<file path="config.mk">
export PLATFORM = sky130hd
export DESIGN_NAME = rc_pulse_width_decoder_core
export DESIGN_NICKNAME = d
export VERILOG_FILES = /design/src/sv/rpwd_pkg.sv /design/src/sv/rpwd_mul.sv /design/src/sv/rpwd_div.sv /design/src/sv/rc_pulse_width_decoder_core.sv
export VERILOG_INCLUDE_DIRS = /design/src /design/src/sv
export SDC_FILE = /design/constraint.sdc
export NUM_CORES = 2
export LEC_CHECK = 0
export BUFFER_PORTS_ARGS = -buffer_cell sky130_fd_sc_hd__buf_2
export CORE_AREA = 2 2 256 258
export CTS_BUF_LIST = sky130_fd_sc_hd__clkbuf_8
export DETAILED_ROUTE_END_ITERATION = 8
export DIE_AREA = 0 0 258 260
export GPL_ROUTABILITY_DRIVEN = 0
export GPL_TIMING_DRIVEN = 0
export PLACE_DENSITY = 0.8
export RECOVER_POWER = 50
export SLEW_MARGIN = 20
export SYNTH_ARGS = -nofsm -noshare
export SYNTH_HDL_FRONTEND = slang
export SYNTH_SLANG_ARGS = --single-unit
</file>
<file path="constraint.sdc">
create_clock -name clk -period 4.78 [get_ports clk]
set_clock_uncertainty 0.1 [all_clocks]
set_input_delay 0.478 -clock clk [delete_from_list [all_inputs] [get_ports clk]]
set_output_delay 0.478 -clock clk [all_outputs]
set_load 0.05 [all_outputs]
</file>
<file path="src/sv/rc_pulse_width_decoder_core_defines.svh">
// Assertion macros for the RC pulse width decoder core.
// Needs clk and rst_n in the scope of the module that uses them.
`ifndef RC_PULSE_WIDTH_DECODER_CORE_DEFINES_SVH
`define RC_PULSE_WIDTH_DECODER_CORE_DEFINES_SVH

`ifndef NO_ASSERTIONS
// checked outside reset only
`define RPWD_ASSERT(label, prop, msg) \
  label: assert property (@(posedge clk) disable iff (!rst_n) prop) else $error(msg);
// checked on every edge, reset included
`define RPWD_ASSERT_ALWAYS(label, prop, msg) \
  label: assert property (@(posedge clk) prop) else $error(msg);
`else
`define RPWD_ASSERT(label, prop, msg)
`define RPWD_ASSERT_ALWAYS(label, prop, msg)
`endif

`endif

</file>
<file path="src/sv/rpwd_pkg.sv">
// Shared types and constants for the RC pulse width decoder.
// No dependencies; used by rpwd_mul, rpwd_div and the core.
package rpwd_pkg;

  // capture timer width; the low TS_W bits of a timestamp are used
  localparam int TS_W = 32;
  localparam logic [31:0] TS_MASK = 32'((64'd1 << TS_W) - 64'd1);

  localparam int CFG_IDX_W  = 3;
  localparam int CFG_DATA_W = 32;

  localparam int SCALED_W = 17;
  localparam int PW_W     = 31;

  // serial units: 2-bit digit multiply over 32 bits, 1 bit per step divide
  localparam int MUL_STEPS = 16;
  localparam int MUL_CNT_W = $clog2(MUL_STEPS);
  localparam int DIV_STEPS = 16;
  localparam int DIV_CNT_W = $clog2(DIV_STEPS);

  localparam logic [31:0] RST_COUNTER_TOP = 32'hffff_ffff;
  localparam logic [31:0] RST_TICK_SCALE  = 32'd65536;
  localparam logic [19:0] RST_PERIOD_US   = 20'd17500;
  localparam logic [15:0] RST_FULL_REV_US = 16'd1000;
  localparam logic [15:0] RST_NEUTRAL_US  = 16'd1500;
  localparam logic [15:0] RST_FULL_FWD_US = 16'd2000;
  localparam logic [15:0] RST_FWD_MAG     = 16'd100;
  localparam logic [15:0] RST_REV_MAG     = 16'd100;

  localparam logic [PW_W-1:0] PW_MAX = {PW_W{1'b1}};

  typedef enum logic [CFG_IDX_W-1:0] {
    REG_COUNTER_TOP = 3'd0,
    REG_TICK_SCALE  = 3'd1,
    REG_PERIOD_US   = 3'd2,
    REG_FULL_REV_US = 3'd3,
    REG_NEUTRAL_US  = 3'd4,
    REG_FULL_FWD_US = 3'd5,
    REG_FWD_MAG     = 3'd6,
    REG_REV_MAG     = 3'd7
  } cfg_reg_t;

  typedef struct packed {
    logic busy;
    logic done;   // one-cycle pulse, result valid from here until next start
  } unit_stat_t;

endpackage

</file>
<file path="src/sv/rpwd_mul.sv">
// Digit-serial 32x32 unsigned multiplier, two multiplier bits per cycle.
// Depends on rpwd_pkg.
module rpwd_mul (
  input  logic                clk,
  input  logic                rst_n,
  input  logic                start,
  input  logic [31:0]         a,
  input  logic [31:0]         b,
  output rpwd_pkg::unit_stat_t stat,
  output logic [63:0]         product
);

  logic                           busy_r, busy_nxt;
  logic                           prep_r, prep_nxt;
  logic                           done_r, done_nxt;
  logic [rpwd_pkg::MUL_CNT_W-1:0] cnt_r, cnt_nxt;
  logic [31:0]                    a_r, a_nxt;
  logic [33:0]                    a3_r, a3_nxt;
  logic [31:0]                    hi_r, hi_nxt;
  logic [31:0]                    lo_r, lo_nxt;
  logic [33:0]                    addend;
  logic [33:0]                    sum;

  always_comb begin
    case (lo_r[1:0])
      2'd0:    addend = '0;
      2'd1:    addend = {2'b00, a_r};
      2'd2:    addend = {1'b0, a_r, 1'b0};
      2'd3:    addend = a3_r;
      default: addend = '0;
    endcase
    sum = {2'b00, hi_r} + addend;
  end

  always_comb begin
    busy_nxt = busy_r;
    prep_nxt = prep_r;
    done_nxt = 1'b0;
    cnt_nxt  = cnt_r;
    a_nxt    = a_r;
    a3_nxt   = a3_r;
    hi_nxt   = hi_r;
    lo_nxt   = lo_r;
    if (start) begin
      busy_nxt = 1'b1;
      prep_nxt = 1'b1;
      cnt_nxt  = '0;
      a_nxt    = a;
      hi_nxt   = '0;
      lo_nxt   = b;
    end else if (prep_r) begin
      prep_nxt = 1'b0;
      a3_nxt   = {2'b00, a_r} + {1'b0, a_r, 1'b0};
    end else if (busy_r) begin
      // shift-right accumulate: low product bits fall into lo_r
      hi_nxt  = sum[33:2];
      lo_nxt  = {sum[1:0], lo_r[31:2]};
      cnt_nxt = cnt_r + 1'b1;
      if (cnt_r == rpwd_pkg::MUL_CNT_W'(rpwd_pkg::MUL_STEPS - 1)) begin
        busy_nxt = 1'b0;
        done_nxt = 1'b1;
      end
    end
  end

  always_ff @(posedge clk) begin
    if (!rst_n) begin
      busy_r <= 1'b0;
      prep_r <= 1'b0;
      done_r <= 1'b0;
      cnt_r  <= '0;
    end else begin
      busy_r <= busy_nxt;
      prep_r <= prep_nxt;
      done_r <= done_nxt;
      cnt_r  <= cnt_nxt;
    end
    a_r  <= a_nxt;
    a3_r <= a3_nxt;
    hi_r <= hi_nxt;
    lo_r <= lo_nxt;
  end

  assign stat.busy = busy_r;
  assign stat.done = done_r;
  assign product   = {hi_r, lo_r};

endmodule

</file>
<file path="src/sv/rpwd_div.sv">
// Bit-serial restoring divider, 16-bit quotient, one bit per cycle.
// The starting remainder must be below the divisor. Depends on rpwd_pkg.
module rpwd_div (
  input  logic                clk,
  input  logic                rst_n,
  input  logic                start,
  input  logic [15:0]         rem_in,
  input  logic [15:0]         num_lo,
  input  logic [15:0]         den,
  output rpwd_pkg::unit_stat_t stat,
  output logic [15:0]         quot
);

  logic                           busy_r, busy_nxt;
  logic                           done_r, done_nxt;
  logic [rpwd_pkg::DIV_CNT_W-1:0] cnt_r, cnt_nxt;
  logic [15:0]                    rem_r, rem_nxt;
  logic [15:0]                    sh_r, sh_nxt;
  logic [15:0]                    den_r, den_nxt;
  logic [17:0]                    trial;
  logic                           ge;

  assign trial = {1'b0, rem_r, sh_r[15]} - {2'b00, den_r};
  assign ge    = !trial[17];

  always_comb begin
    busy_nxt = busy_r;
    done_nxt = 1'b0;
    cnt_nxt  = cnt_r;
    rem_nxt  = rem_r;
    sh_nxt   = sh_r;
    den_nxt  = den_r;
    if (start) begin
      busy_nxt = 1'b1;
      cnt_nxt  = '0;
      rem_nxt  = rem_in;
      sh_nxt   = num_lo;
      den_nxt  = den;
    end else if (busy_r) begin
      // dividend bits shift out of sh_r as quotient bits shift in
      rem_nxt = ge ? trial[15:0] : {rem_r[14:0], sh_r[15]};
      sh_nxt  = {sh_r[14:0], ge};
      cnt_nxt = cnt_r + 1'b1;
      if (cnt_r == rpwd_pkg::DIV_CNT_W'(rpwd_pkg::DIV_STEPS - 1)) begin
        busy_nxt = 1'b0;
        done_nxt = 1'b1;
      end
    end
  end

  always_ff @(posedge clk) begin
    if (!rst_n) begin
      busy_r <= 1'b0;
      done_r <= 1'b0;
      cnt_r  <= '0;
    end else begin
      busy_r <= busy_nxt;
      done_r <= done_nxt;
      cnt_r  <= cnt_nxt;
    end
    rem_r <= rem_nxt;
    sh_r  <= sh_nxt;
    den_r <= den_nxt;
  end

  assign stat.busy = busy_r;
  assign stat.done = done_r;
  assign quot      = sh_r;

endmodule

</file>
<file path="src/sv/rc_pulse_width_decoder_core.sv">
// RC pulse width decoder core. The first capture of a pair is registered.
// The second runs through two multiplier passes and the 16-step divider,
// with the steps S_DIFF, S_FOLD, S_CENTRE, S_SIGN, S_CHK and S_OUT around them.
// Zero or negative range: S_SIGN goes straight to S_OUT; quotient past 16 bits: S_CHK does.
// One item in flight, next beat taken once back in S_IDLE; a held output
// register stalls the core. Sync active-low reset restores register defaults.
`include "rc_pulse_width_decoder_core_defines.svh"

module rc_pulse_width_decoder_core (
  input  logic                                clk,
  input  logic                                rst_n,
  input  logic                                in_valid,
  output logic                                in_ready,
  input  logic [31:0]                         in_capture_timestamp,
  output logic                                out_valid,
  input  logic                                out_ready,
  output logic signed [rpwd_pkg::SCALED_W-1:0] out_scaled_value,
  output logic [rpwd_pkg::PW_W-1:0]           out_pulse_width_us,
  input  logic                                cfg_we,
  input  logic [rpwd_pkg::CFG_IDX_W-1:0]      cfg_index,
  input  logic [rpwd_pkg::CFG_DATA_W-1:0]     cfg_wdata
);

  typedef enum logic [9:0] {
    S_IDLE   = 10'b00_0000_0001,
    S_DIFF   = 10'b00_0000_0010,
    S_MUL1   = 10'b00_0000_0100,
    S_FOLD   = 10'b00_0000_1000,
    S_CENTRE = 10'b00_0001_0000,
    S_SIGN   = 10'b00_0010_0000,
    S_MUL2   = 10'b00_0100_0000,
    S_CHK    = 10'b00_1000_0000,
    S_DIV    = 10'b01_0000_0000,
    S_OUT    = 10'b10_0000_0000
  } state_t;

  state_t state_r, state_nxt;

  // configuration
  logic [31:0] top_r, scale_r;
  logic [19:0] period_r;
  logic [15:0] frev_r, neut_r, ffwd_r, fmag_r, rmag_r;

  logic        awaiting_r, awaiting_nxt;
  logic [31:0] first_r, first_nxt;
  logic [31:0] d0_r, d0_nxt;
  logic        wrap_r, wrap_nxt;
  logic [30:0] us_r, us_nxt;
  logic signed [31:0] width_r, width_nxt;
  logic signed [32:0] centred_r, centred_nxt;
  logic        neg_r, neg_nxt;
  logic [15:0] rng_r, rng_nxt;
  logic [15:0] cap_r, cap_nxt;
  logic [16:0] res_r, res_nxt;

  logic        out_valid_r, out_valid_nxt;
  logic [16:0] out_scaled_r, out_scaled_nxt;
  logic [30:0] out_pw_r, out_pw_nxt;

  logic [31:0] stamp;
  logic        in_beat;

  logic        mul_start;
  logic [31:0] mul_a, mul_b;
  logic [63:0] mul_p;
  rpwd_pkg::unit_stat_t mul_stat;

  logic        div_start;
  logic [15:0] div_q;
  rpwd_pkg::unit_stat_t div_stat;

  logic [31:0] diff;
  logic [32:0] mag33;
  logic [16:0] fwd_rng, rev_rng, sel_rng;
  logic [15:0] sel_cap;
  logic [15:0] q_capped;

  function automatic logic [16:0] apply_sign(input logic neg, input logic [15:0] v);
    logic [16:0] ext;
    ext = {1'b0, v};
    return neg ? 17'(-ext) : ext;
  endfunction

  assign stamp   = in_capture_timestamp & rpwd_pkg::TS_MASK;
  assign in_ready = (state_r == S_IDLE);
  assign in_beat = in_valid && in_ready;

  // wrap case: top - first + stamp + 1 == (stamp - first) + top + 1
  assign diff     = wrap_r ? (d0_r + top_r + 32'd1) : d0_r;
  assign mag33    = centred_r[32] ? 33'(-centred_r) : 33'(centred_r);
  assign fwd_rng  = {1'b0, ffwd_r} - {1'b0, neut_r};
  assign rev_rng  = {1'b0, neut_r} - {1'b0, frev_r};
  assign sel_rng  = centred_r[32] ? rev_rng : fwd_rng;
  assign sel_cap  = centred_r[32] ? rmag_r : fmag_r;
  assign q_capped = (div_q > cap_r) ? cap_r : div_q;

  always_comb begin
    state_nxt     = state_r;
    awaiting_nxt  = awaiting_r;
    first_nxt     = first_r;
    d0_nxt        = d0_r;
    wrap_nxt      = wrap_r;
    us_nxt        = us_r;
    width_nxt     = width_r;
    centred_nxt   = centred_r;
    neg_nxt       = neg_r;
    rng_nxt       = rng_r;
    cap_nxt       = cap_r;
    res_nxt       = res_r;
    out_valid_nxt = out_valid_r && !out_ready;
    out_scaled_nxt = out_scaled_r;
    out_pw_nxt    = out_pw_r;
    mul_start     = 1'b0;
    mul_a         = diff;
    mul_b         = scale_r;
    div_start     = 1'b0;

    case (state_r)
      S_IDLE: begin
        if (in_beat) begin
          if (awaiting_r) begin
            first_nxt    = stamp;
            awaiting_nxt = 1'b0;
          end else begin
            awaiting_nxt = 1'b1;
            d0_nxt       = stamp - first_r;
            wrap_nxt     = first_r > stamp;
            state_nxt    = S_DIFF;
          end
        end
      end
      S_DIFF: begin
        mul_start = 1'b1;
        state_nxt = S_MUL1;
      end
      S_MUL1: begin
        if (mul_stat.done) begin
          // product >> 16, saturated to 31 bits
          us_nxt    = (|mul_p[63:47]) ? rpwd_pkg::PW_MAX : mul_p[46:16];
          state_nxt = S_FOLD;
        end
      end
      S_FOLD: begin
        if (us_r > {12'd0, period_r[19:1]})
          width_nxt = $signed({12'd0, period_r}) - $signed({1'b0, us_r});
        else
          width_nxt = $signed({1'b0, us_r});
        state_nxt = S_CENTRE;
      end
      S_CENTRE: begin
        centred_nxt = $signed({width_r[31], width_r}) - $signed({17'd0, neut_r});
        state_nxt   = S_SIGN;
      end
      S_SIGN: begin
        neg_nxt = centred_r[32];
        rng_nxt = sel_rng[15:0];
        cap_nxt = sel_cap;
        if (sel_rng[16] || sel_rng == 17'd0) begin
          res_nxt   = apply_sign(centred_r[32], sel_cap);
          state_nxt = S_OUT;
        end else begin
          mul_start = 1'b1;
          mul_a     = mag33[31:0];
          mul_b     = {16'd0, sel_cap};
          state_nxt = S_MUL2;
        end
      end
      S_MUL2: begin
        if (mul_stat.done)
          state_nxt = S_CHK;
      end
      S_CHK: begin
        // quotient of 2^16 or more is past any cap
        if (mul_p[47:16] >= {16'd0, rng_r}) begin
          res_nxt   = apply_sign(neg_r, cap_r);
          state_nxt = S_OUT;
        end else begin
          div_start = 1'b1;
          state_nxt = S_DIV;
        end
      end
      S_DIV: begin
        if (div_stat.done) begin
          res_nxt   = apply_sign(neg_r, q_capped);
          state_nxt = S_OUT;
        end
      end
      S_OUT: begin
        if (!out_valid_r || out_ready) begin
          out_valid_nxt  = 1'b1;
          out_scaled_nxt = res_r;
          out_pw_nxt     = width_r[31] ? '0 : width_r[30:0];
          state_nxt      = S_IDLE;
        end
      end
      default: state_nxt = S_IDLE;
    endcase
  end

  always_ff @(posedge clk) begin
    if (!rst_n) begin
      state_r     <= S_IDLE;
      awaiting_r  <= 1'b1;
      first_r     <= '0;
      out_valid_r <= 1'b0;
      top_r       <= rpwd_pkg::RST_COUNTER_TOP;
      scale_r     <= rpwd_pkg::RST_TICK_SCALE;
      period_r    <= rpwd_pkg::RST_PERIOD_US;
      frev_r      <= rpwd_pkg::RST_FULL_REV_US;
      neut_r      <= rpwd_pkg::RST_NEUTRAL_US;
      ffwd_r      <= rpwd_pkg::RST_FULL_FWD_US;
      fmag_r      <= rpwd_pkg::RST_FWD_MAG;
      rmag_r      <= rpwd_pkg::RST_REV_MAG;
    end else begin
      state_r     <= state_nxt;
      awaiting_r  <= awaiting_nxt;
      first_r     <= first_nxt;
      out_valid_r <= out_valid_nxt;
      if (cfg_we) begin
        case (cfg_index)
          rpwd_pkg::REG_COUNTER_TOP: top_r    <= cfg_wdata;
          rpwd_pkg::REG_TICK_SCALE:  scale_r  <= cfg_wdata;
          rpwd_pkg::REG_PERIOD_US:   period_r <= cfg_wdata[19:0];
          rpwd_pkg::REG_FULL_REV_US: frev_r   <= cfg_wdata[15:0];
          rpwd_pkg::REG_NEUTRAL_US:  neut_r   <= cfg_wdata[15:0];
          rpwd_pkg::REG_FULL_FWD_US: ffwd_r   <= cfg_wdata[15:0];
          rpwd_pkg::REG_FWD_MAG:     fmag_r   <= cfg_wdata[15:0];
          rpwd_pkg::REG_REV_MAG:     rmag_r   <= cfg_wdata[15:0];
          default: ;
        endcase
      end
    end
    d0_r         <= d0_nxt;
    wrap_r       <= wrap_nxt;
    us_r         <= us_nxt;
    width_r      <= width_nxt;
    centred_r    <= centred_nxt;
    neg_r        <= neg_nxt;
    rng_r        <= rng_nxt;
    cap_r        <= cap_nxt;
    res_r        <= res_nxt;
    out_scaled_r <= out_scaled_nxt;
    out_pw_r     <= out_pw_nxt;
  end

  rpwd_mul u_mul (
    .clk     (clk),
    .rst_n   (rst_n),
    .start   (mul_start),
    .a       (mul_a),
    .b       (mul_b),
    .stat    (mul_stat),
    .product (mul_p)
  );

  rpwd_div u_div (
    .clk    (clk),
    .rst_n  (rst_n),
    .start  (div_start),
    .rem_in (mul_p[31:16]),
    .num_lo (mul_p[15:0]),
    .den    (rng_r),
    .stat   (div_stat),
    .quot   (div_q)
  );

  assign out_valid          = out_valid_r;
  assign out_scaled_value   = $signed(out_scaled_r);
  assign out_pulse_width_us = out_pw_r;

  `RPWD_ASSERT(a_second_starts, (in_beat && !awaiting_r) |=> (state_r == S_DIFF), "no start")
  `RPWD_ASSERT(a_out_from_out_state, $rose(out_valid_r) |-> $past(state_r == S_OUT), "stray beat")
  `RPWD_ASSERT(a_fwd_cap, (out_valid_r && !out_scaled_r[16]) |-> (out_scaled_r[15:0] <= fmag_r), "cap")
  `RPWD_ASSERT(a_mul_done_state, mul_stat.done |-> (state_r == S_MUL1 || state_r == S_MUL2), "mul")
  `RPWD_ASSERT_ALWAYS(a_reset_clears, !rst_n |=> !out_valid_r, "result valid after reset")

endmodule
</file>
Word-level counts from Yosys, hierarchy flattened
Index checks and enable logic that the tools add are counted.
W data, S select, Z words.
{"block": "op_classes", "add_sub_neg": 16, "multipliers": 0, "div": 0, "order_cmp": 4, "eq_ne": 31, "shifts": 0, "mux": 52, "bitwise_logic": 6, "n_reduce_logical": 36}
{"op": "$mux W32", "count": 9}
{"op": "$pmux W34 S4", "count": 1}
{"op": "$mux W17", "count": 7}
{"op": "$mux W16", "count": 7}
{"op": "$pmux W10 S10", "count": 1}
{"op": "$mux W10", "count": 8}
{"op": "$neg A16 Y17", "count": 3}
{"op": "$pmux W17 S3", "count": 1}
{"op": "$add A32 B33 Y34", "count": 1}
{"op": "$add A32 B34 Y34", "count": 1}
{"op": "$sub A16 B16 Y17", "count": 2}
{"op": "$sub A32 B17 Y33", "count": 1}
{"op": "$add A32 B1 Y32 const B", "count": 1}
{"op": "$add A32 B32 Y32", "count": 1}
{"op": "$ge A32 B16 Y1", "count": 1}
{"op": "$gt A32 B32 Y1", "count": 1}
{"op": "$neg A32 Y32", "count": 1}
{"op": "$sub A20 B31 Y32", "count": 1}
{"op": "$sub A32 B32 Y32", "count": 1}
{"op": "$gt A31 B19 Y1", "count": 1}
{"op": "$mux W31", "count": 1}
{"op": "$reduce_and A2 Y1", "count": 14}
{"op": "$sub A17 B16 Y18", "count": 1}
{"op": "$logic_not A17 Y1", "count": 1}
{"op": "37 further kinds", "count": 78}
{"block": "totals", "regBits": 626, "latch_bits": 0, "ram_bits": 0, "romBits": 0, "input_bits": 72, "word_cells": 183, "n_memories": 0}

Depth between registers and ports, before layout
{"block": "depth", "word_depth": 8, "ltp_mapped": 18, "ltp_nobuf": 16}

By module
Synthesis repeated with hierarchy kept, for this count alone.
{"block": "hier_totals", "hier_cells": 4177, "area_unflattened_um2": 39166.3}
{"module": "rc_pulse_width_decoder_core", "n_inst": 1, "cells_each": 3060, "area_each_um2": 27122.3, "seq_area_each_um2": 10980.5}
{"module": "rpwd_mul", "n_inst": 1, "cells_each": 849, "area_each_um2": 8907.3, "seq_area_each_um2": 3723.6}
{"module": "rpwd_div", "n_inst": 1, "cells_each": 268, "area_each_um2": 3136.8, "seq_area_each_um2": 1561.5}

Worst setup path before layout
OpenSTA, ideal clock, no wires.
{"block": "synth_timing", "path_kind": "reg2reg", "start": "register neut_r[2]", "end": "register u_mul.a3_r[0], enable pin", "setup_time_ns": 0.394, "arrival_ns": 4.341, "slack_ns": -0.055, "path_stages_with_launch": 15, "path_buffers": 1, "period_less_slack_ns": 4.835, "cell_sequence": "dfxtp_1 inv_1 ha_1 nor2b_1 o311ai_0 mux2i_1 o311a_1 nand3_1 or4_1 or4_1 nor4_2 a41oi_2 nor2_2 buf_4 and2_1"}
{"block": "synth_between", "elab_chain_cells": 8, "elab_cells_between_ends": 9, "cone_classes": "add/sub: 2; mux: 3; bitwise: 1; reduce/logical: 3"}
{"item": "start: declaration", "line": "rc_pulse_width_decoder_core.sv:42", "source": "logic [15:0] frev_r, neut_r, ffwd_r, fmag_r, rmag_r;"}
{"item": "start signal: assignment", "line": "rc_pulse_width_decoder_core.sv:210", "source": "neut_r <= rpwd_pkg::RST_NEUTRAL_US;"}
{"item": "start signal: assignment", "line": "rc_pulse_width_decoder_core.sv:225", "source": "rpwd_pkg::REG_NEUTRAL_US: neut_r <= cfg_wdata[15:0];"}
{"item": "$sub A16 B16 Y17 (on tied branches)", "line": "rc_pulse_width_decoder_core.sv:91, rc_pulse_width_decoder_core.sv:92"}
{"item": "$mux W17 *", "line": "rc_pulse_width_decoder_core.sv:93", "source": "assign sel_rng = centred_r[32] ? rev_rng : fwd_rng;"}
{"item": "via sel_rng[6]", "line": "rc_pulse_width_decoder_core.sv:74", "source": "logic [16:0] fwd_rng, rev_rng, sel_rng;"}
{"item": "$logic_not A17 Y1 *", "line": "rc_pulse_width_decoder_core.sv:158", "source": "if (sel_rng[16] || sel_rng == 17'd0) begin"}
{"item": "$logic_or A1 B1 Y1 *", "line": "rc_pulse_width_decoder_core.sv:158"}
{"item": "$mux W1 *", "line": "rc_pulse_width_decoder_core.sv:158"}
{"item": "$pmux W1 S2 *", "line": "rc_pulse_width_decoder_core.sv:118", "source": "case (state_r)"}
{"item": "$not A1 Y1 (no line) *"}
{"item": "$reduce_and A2 Y1 (no line) *"}
{"item": "end signal: assignment", "line": "rpwd_mul.sv:79", "source": "a3_r <= a3_nxt;"}
{"item": "end: declaration", "line": "rpwd_mul.sv:18", "source": "logic [33:0] a3_r, a3_nxt;"}
Mark *: on every way through the listed nets, which the timed path passes. The rest lies on a longest branch.
A chain may end at the register's enable or synchronous reset.

Worst setup path in the final report
{"block": "layout_timing", "start": "register neut_r[0]", "end": "register u_mul.a_r[17], data pin"}
{"block": "layout_between", "elab_chain_cells": 6, "elab_cells_between_ends": 7, "cone_classes": "add/sub: 2; mux: 3; reduce/logical: 2"}
{"item": "$sub A16 B16 Y17 (on tied branches)", "line": "rc_pulse_width_decoder_core.sv:91, rc_pulse_width_decoder_core.sv:92"}
{"item": "$mux W17 *", "line": "rc_pulse_width_decoder_core.sv:93"}
{"item": "via sel_rng[6]", "line": "rc_pulse_width_decoder_core.sv:74"}
{"item": "$logic_not A17 Y1 *", "line": "rc_pulse_width_decoder_core.sv:158"}
{"item": "$logic_or A1 B1 Y1 *", "line": "rc_pulse_width_decoder_core.sv:158"}
{"item": "$mux W32 *", "line": "rc_pulse_width_decoder_core.sv:158"}
{"item": "$mux W32 *", "line": "rc_pulse_width_decoder_core.sv:118"}
{"item": "via mul_a[17]", "line": "rc_pulse_width_decoder_core.sv:64", "source": "logic [31:0] mul_a, mul_b;"}
{"item": "end signal: assignment", "line": "rpwd_mul.sv:78", "source": "a_r <= a_nxt;"}
{"item": "end: declaration", "line": "rpwd_mul.sv:17", "source": "logic [31:0] a_r, a_nxt;"}
Marks and branches as above.

==> run_summary.xml <==
<?xml version="1.0" encoding="UTF-8"?>
<metrics>
  <group name="timing">
    <metric name="finalMaxSlewViolations" unit="">60</metric>
    <metric name="postLayoutSetupSlackWorst" unit="ns">0.06189</metric>
    <metric name="fin_crit_sh" unit="%">98.71</metric>
    <metric name="setup_viol_count_final" unit="">0</metric>
    <metric name="slew_headroom" unit="%">-25.76</metric>
    <metric name="setup_total_negative_slack" unit="ns">0</metric>
    <metric name="worst_hold_slack" unit="ns">0.03519</metric>
    <metric name="report.final.hold_viol_count" unit="">0</metric>
    <metric name="setup_repair_after_global_routing_missed_its_margin" unit="">yes</metric>
    <metric name="maxClockFrequency" unit="MHz">211.9</metric>
    <metric name="finalCriticalPeriod" unit="ns">4.718</metric>
    <metric name="tightestPinTransition" unit="ns">1.886</metric>
  </group>
  <group name="detailed_routing">
    <metric name="drt-vias-per-instance" unit="">6.063</metric>
    <metric name="firstDrtPassIters" unit="">6</metric>
    <metric name="number_of_drc_markers_in_iteration_0" unit="">3260</metric>
    <metric name="detail_route.wirelength" unit="um">111000</metric>
    <metric name="routed_wire_length_per_instance" unit="um">21.03</metric>
    <metric name="post-route-drc-count" unit="">0</metric>
    <metric name="ant_nets" unit="">0</metric>
    <metric name="num_vias" unit="">32000</metric>
  </group>
  <group name="yosys">
    <metric name="yosysTopAreaCell" unit="">sky130_fd_sc_hd__edfxtp_1</metric>
    <metric name="dominantRegCellSynth" unit="">sky130_fd_sc_hd__edfxtp_1</metric>
    <metric name="syn-mean-instance-area" unit="um2">9.297</metric>
    <metric name="proportion_of_register_bits_with_asynchronous_set_or_reset_after_synthesis" unit="%">0</metric>
    <metric name="yosys_register_bits" unit="">626</metric>
    <metric name="ys_top_cells_by_count" unit="">sky130_fd_sc_hd__nand2_1 (615), sky130_fd_sc_hd__edfxtp_1 (373), sky130_fd_sc_hd__ha_1 (269)</metric>
    <metric name="synth.cell_area" unit="um2">37730</metric>
    <metric name="synth_area_leaders" unit="">sky130_fd_sc_hd__edfxtp_1 (30%), sky130_fd_sc_hd__dfxtp_1 (13%), sky130_fd_sc_hd__ha_1 (8.9%)</metric>
    <metric name="syn_nets" unit="">4409</metric>
    <metric name="yosysSeqAreaShare" unit="%">43.10</metric>
    <metric name="synth_enable_flop_cells" unit="">373</metric>
    <metric name="yosysMostFrequentCell" unit="">sky130_fd_sc_hd__nand2_1</metric>
    <metric name="fraction_of_post_synthesis_cell_area_in_the_top_cell_type_by_area" unit="%">29.68</metric>
    <metric name="yosys_warnings" unit="">0</metric>
    <metric name="synthCells" unit="">4059</metric>
    <metric name="number_of_unique_standard_cell_types_used_by_synthesis" unit="">83</metric>
  </group>
  <group name="cells_and_area">
    <metric name="final_core_util" unit="%">66.14</metric>
    <metric name="num-nets-final" unit="">4681</metric>
    <metric name="final_layout_size_suffix_gt1_share" unit="%">8.482</metric>
    <metric name="post-route-cell-area" unit="um2">42400</metric>
    <metric name="area.growth.synth_to_final" unit="%">12.37</metric>
    <metric name="layout.cells.non_filler" unit="">5278</metric>
    <metric name="layout.filler_cells" unit="">5042</metric>
  </group>
  <group name="critical_path">
    <metric name="cp_slowest_cell" unit="">sky130_fd_sc_hd__or4_1</metric>
    <metric name="worst_setup_path_end_kind" unit="">flop</metric>
    <metric name="start_kind" unit="">flop</metric>
    <metric name="worst_r2r_startpoint" unit="">neut_r[0]$_SDFFE_PN0P_</metric>
    <metric name="critical-path-top-cell-by-count" unit="">sky130_fd_sc_hd__or4_1</metric>
    <metric name="timing.critical_path.slowest_cell_delay" unit="ns">0.49</metric>
    <metric name="crit_path_max_fanout" unit="">10</metric>
    <metric name="worst_r2r_path_depth" unit="">14</metric>
    <metric name="top_delay_family_on_crit_path" unit="">simple AND/OR/NAND/NOR gates</metric>
    <metric name="r2r_setup_slk" unit="ns">0.06</metric>
    <metric name="worstSetupPathType" unit="">reg2reg</metric>
    <metric name="cp.required" unit="ns">5.14</metric>
    <metric name="timing.critical_path.arrival" unit="ns">5.08</metric>
    <metric name="critical_path_buf_inv_count" unit="">2</metric>
    <metric name="worstReg2RegEnd" unit="">u_mul.a_r[17]$_DFFE_PN_</metric>
    <metric name="path_cells" unit="">ha_1 &gt; fa_1 &gt; nor2b_2 &gt; o311ai_4 &gt; mux2i_1 &gt; o311a_1 &gt; nand3_1 &gt; or4_1 &gt; or4_1 &gt; nor4_4 &gt; a41oi_4 &gt; buf_12 &gt; clkbuf_1 &gt; o21ai_0</metric>
  </group>
  <group name="cts">
    <metric name="cts_made_buffers" unit="">104</metric>
    <metric name="tritoncts" unit="">built</metric>
    <metric name="clock_latency" unit="ns">0.74</metric>
    <metric name="clock_tree.htree_level_count" unit="">3</metric>
    <metric name="cts_sinks" unit="">626</metric>
    <metric name="cts_root_buf" unit="">sky130_fd_sc_hd__clkbuf_8</metric>
    <metric name="clk_pin_slew" unit="ns">0.06</metric>
    <metric name="cts_max_path_buffers" unit="">3</metric>
  </group>
  <group name="run_status">
    <metric name="violations" unit="">capacitance limit, slew limit</metric>
    <metric name="outcome" unit="">complete, but fails checks</metric>
  </group>
  <group name="global_route">
    <metric name="maximum_number_of_pins_on_one_net_before_global_route_repair" unit="">42</metric>
    <metric name="grt_pass1_vias" unit="">30210</metric>
    <metric name="grt_util_all_layers" unit="%">32.40</metric>
    <metric name="grt_antenna_before_repair" unit="">8</metric>
    <metric name="grt_overflow" unit="">0</metric>
    <metric name="grt_first_pass_wirelength" unit="um">168100</metric>
  </group>
  <group name="place">
    <metric name="placement.cell_area" unit="um2">39540</metric>
    <metric name="placement.setup.worst_slack" unit="ns">-1.138</metric>
    <metric name="dp_hpwl" unit="um">83640</metric>
    <metric name="dpl.cell_count" unit="">5026</metric>
    <metric name="buffer_ports.inserted" unit="">102</metric>
  </group>
  <group name="power">
    <metric name="post-layout-total-power" unit="mW">15.24</metric>
    <metric name="maximum_ir_drop_on_the_vdd_rail" unit="mV">0.2258</metric>
    <metric name="pwr_density_cell" unit="nW/um2">359.4</metric>
    <metric name="leakagePower" unit="nW">16.90</metric>
  </group>
  <group name="hold_path">
    <metric name="cell_depth_of_the_worst_min_delay_path" unit="">3</metric>
    <metric name="timing.hold.worst_endpoint" unit="">awaiting_r$_SDFFE_PN1P_</metric>
    <metric name="worstHoldPathType" unit="">in2reg</metric>
    <metric name="hold_start" unit="">in_valid</metric>
  </group>
  <group name="floorplan">
    <metric name="fp.dieArea" unit="um2">67080</metric>
    <metric name="floorplan.die.height" unit="um">260</metric>
    <metric name="floorplan.io_pins" unit="">122</metric>
    <metric name="initial_utilization" unit="%">58.85</metric>
    <metric name="floorplan.core_area" unit="um2">64120</metric>
    <metric name="die_width" unit="um">258</metric>
    <metric name="floorplan.rows" unit="">93</metric>
  </group>
  <group name="flow_run">
    <metric name="max_cap_viol_count" unit="">2</metric>
  </group>
</metrics>
## state kept, by name (all words and copies together), names as in the netlist, 17 cells and up
signal	cells
centred_r	33
d0_r	32
first_r	32
out_pulse_width_us	31
out_scaled_value	17
period_r	20
res_r	17
scale_r	32
top_r	32
u_mul.a3_r	34
u_mul.a_r	32
u_mul.hi_r	32
u_mul.lo_r	32
us_r	31
width_r	32
## repair_timing
item / in CTS / in global routing
resized for setup: 47 / 49
hold buffers: 48 / 0
endpoints found under the setup margin: 233 / 166
pin swaps: 2 / 0
hold endpoints to repair: 63 / 0
gates cloned: 2 / 1
setup buffers: 3 / 1
## kinds of logic after synthesis
kind of cell,count (synthesis),share of synthesized area [%]
and+or+nand+nor,1410,17.39
AOI/OAI and AO/OA,981,17.03
DFF,626,43.10
buffers and inverters,399,4.065
adders and majority gates,278,9.397
xor gates and xnor gates,253,5.872
muxes,112,3.133
## worst max path at each step
stage	start	to	slack, ns	cells after the start
final	neut_r[0]$_SDFFE_PN0P_	u_mul.a_r[17]$_DFFE_PN_	0.06	14
after global routing	neut_r[0]$_SDFFE_PN0P_	u_mul.lo_r[13]$_DFFE_PP_	-0.02	15
after CTS	cap_r[7]$_DFFE_PN_	res_r[16]$_DFFE_PP_	0.01	18
after detailed placement	neut_r[0]$_SDFFE_PN0P_	u_mul.a3_r[25]$_DFFE_PP_	-1.14	14
after global placement	neut_r[0]$_SDFFE_PN0P_	u_mul.lo_r[19]$_DFFE_PP_	-1.49	14
after floorplan	neut_r[2]$_SDFFE_PN1P_	u_mul.lo_r[0]$_DFFE_PP_	0.1	14
## tightest hold or removal path: cells and delay by family
kind / cells / cell delay (ns)
AOI/OAI and AO/OA: 2 / 0.18
buffers and inverters: 1 / 0.13
## layout by cell type (no fill, tap or decap), types with 19 or more instances in the layout
cell type and count:
sky130_fd_sc_hd__nor3_1 74, sky130_fd_sc_hd__nand2_1 613, sky130_fd_sc_hd__mux2i_1 62, sky130_fd_sc_hd__dlygate4sd3_1 48, sky130_fd_sc_hd__o21a_1 43, sky130_fd_sc_hd__dfxtp_1 251, sky130_fd_sc_hd__mux2_2 48, sky130_fd_sc_hd__clkinv_2 19
sky130_fd_sc_hd__a21o_1 102, sky130_fd_sc_hd__o211ai_1 27, sky130_fd_sc_hd__clkbuf_8 112, sky130_fd_sc_hd__xnor2_1 171, sky130_fd_sc_hd__or3_1 23, sky130_fd_sc_hd__a211oi_1 30, sky130_fd_sc_hd__xor2_1 82, sky130_fd_sc_hd__clkbuf_2 23
sky130_fd_sc_hd__o21ai_0 168, sky130_fd_sc_hd__clkinv_1 21, sky130_fd_sc_hd__buf_2 64, sky130_fd_sc_hd__nor2_1 242, sky130_fd_sc_hd__nor4_1 27, sky130_fd_sc_hd__a22o_1 32, sky130_fd_sc_hd__a21boi_0 145, sky130_fd_sc_hd__nor2b_1 93
sky130_fd_sc_hd__edfxtp_1 373, sky130_fd_sc_hd__clkbuf_1 175, sky130_fd_sc_hd__nand2b_1 82, sky130_fd_sc_hd__ha_1 269, sky130_fd_sc_hd__nand3_1 108, sky130_fd_sc_hd__a21oi_1 246, sky130_fd_sc_hd__inv_1 257, sky130_fd_sc_hd__nand4_1 27
sky130_fd_sc_hd__and3_1 21
## cell type report
type,instances,area [um2],area share [%]
diodes,2,5.005,0.01180
plain buffers,168,705.7,1.664
clock buffers,112,1541,3.635
clock inverters,84,565.5,1.334
inverters,230,863.3,2.036
multi-input cells,3037,20270,47.80
flip-flops and latches,626,16270,38.36
well taps,855,1070,2.523
repair buffers,164,1116,2.632
## report_power, final
| part | total, mW | switching (mW) | internal [mW] |
|---|---|---|---|
| clock network | 4.89 | 2.33 | 2.56 |
| logic | 3.80 | 2.24 | 1.56 |
| registers | 6.56 | 0.369 | 6.19 |
## layer usage
metal	vias to the layer above	part of all wire, %	global-route usage [%]
li1	15030	-	-
met1	15100	40	43.03
met2	1540	44	50.14
met3	318	9.8	5.721
met4	6	5.8	18.53
met5	-	0.035	0
Power figures use the tool's default switching activity.
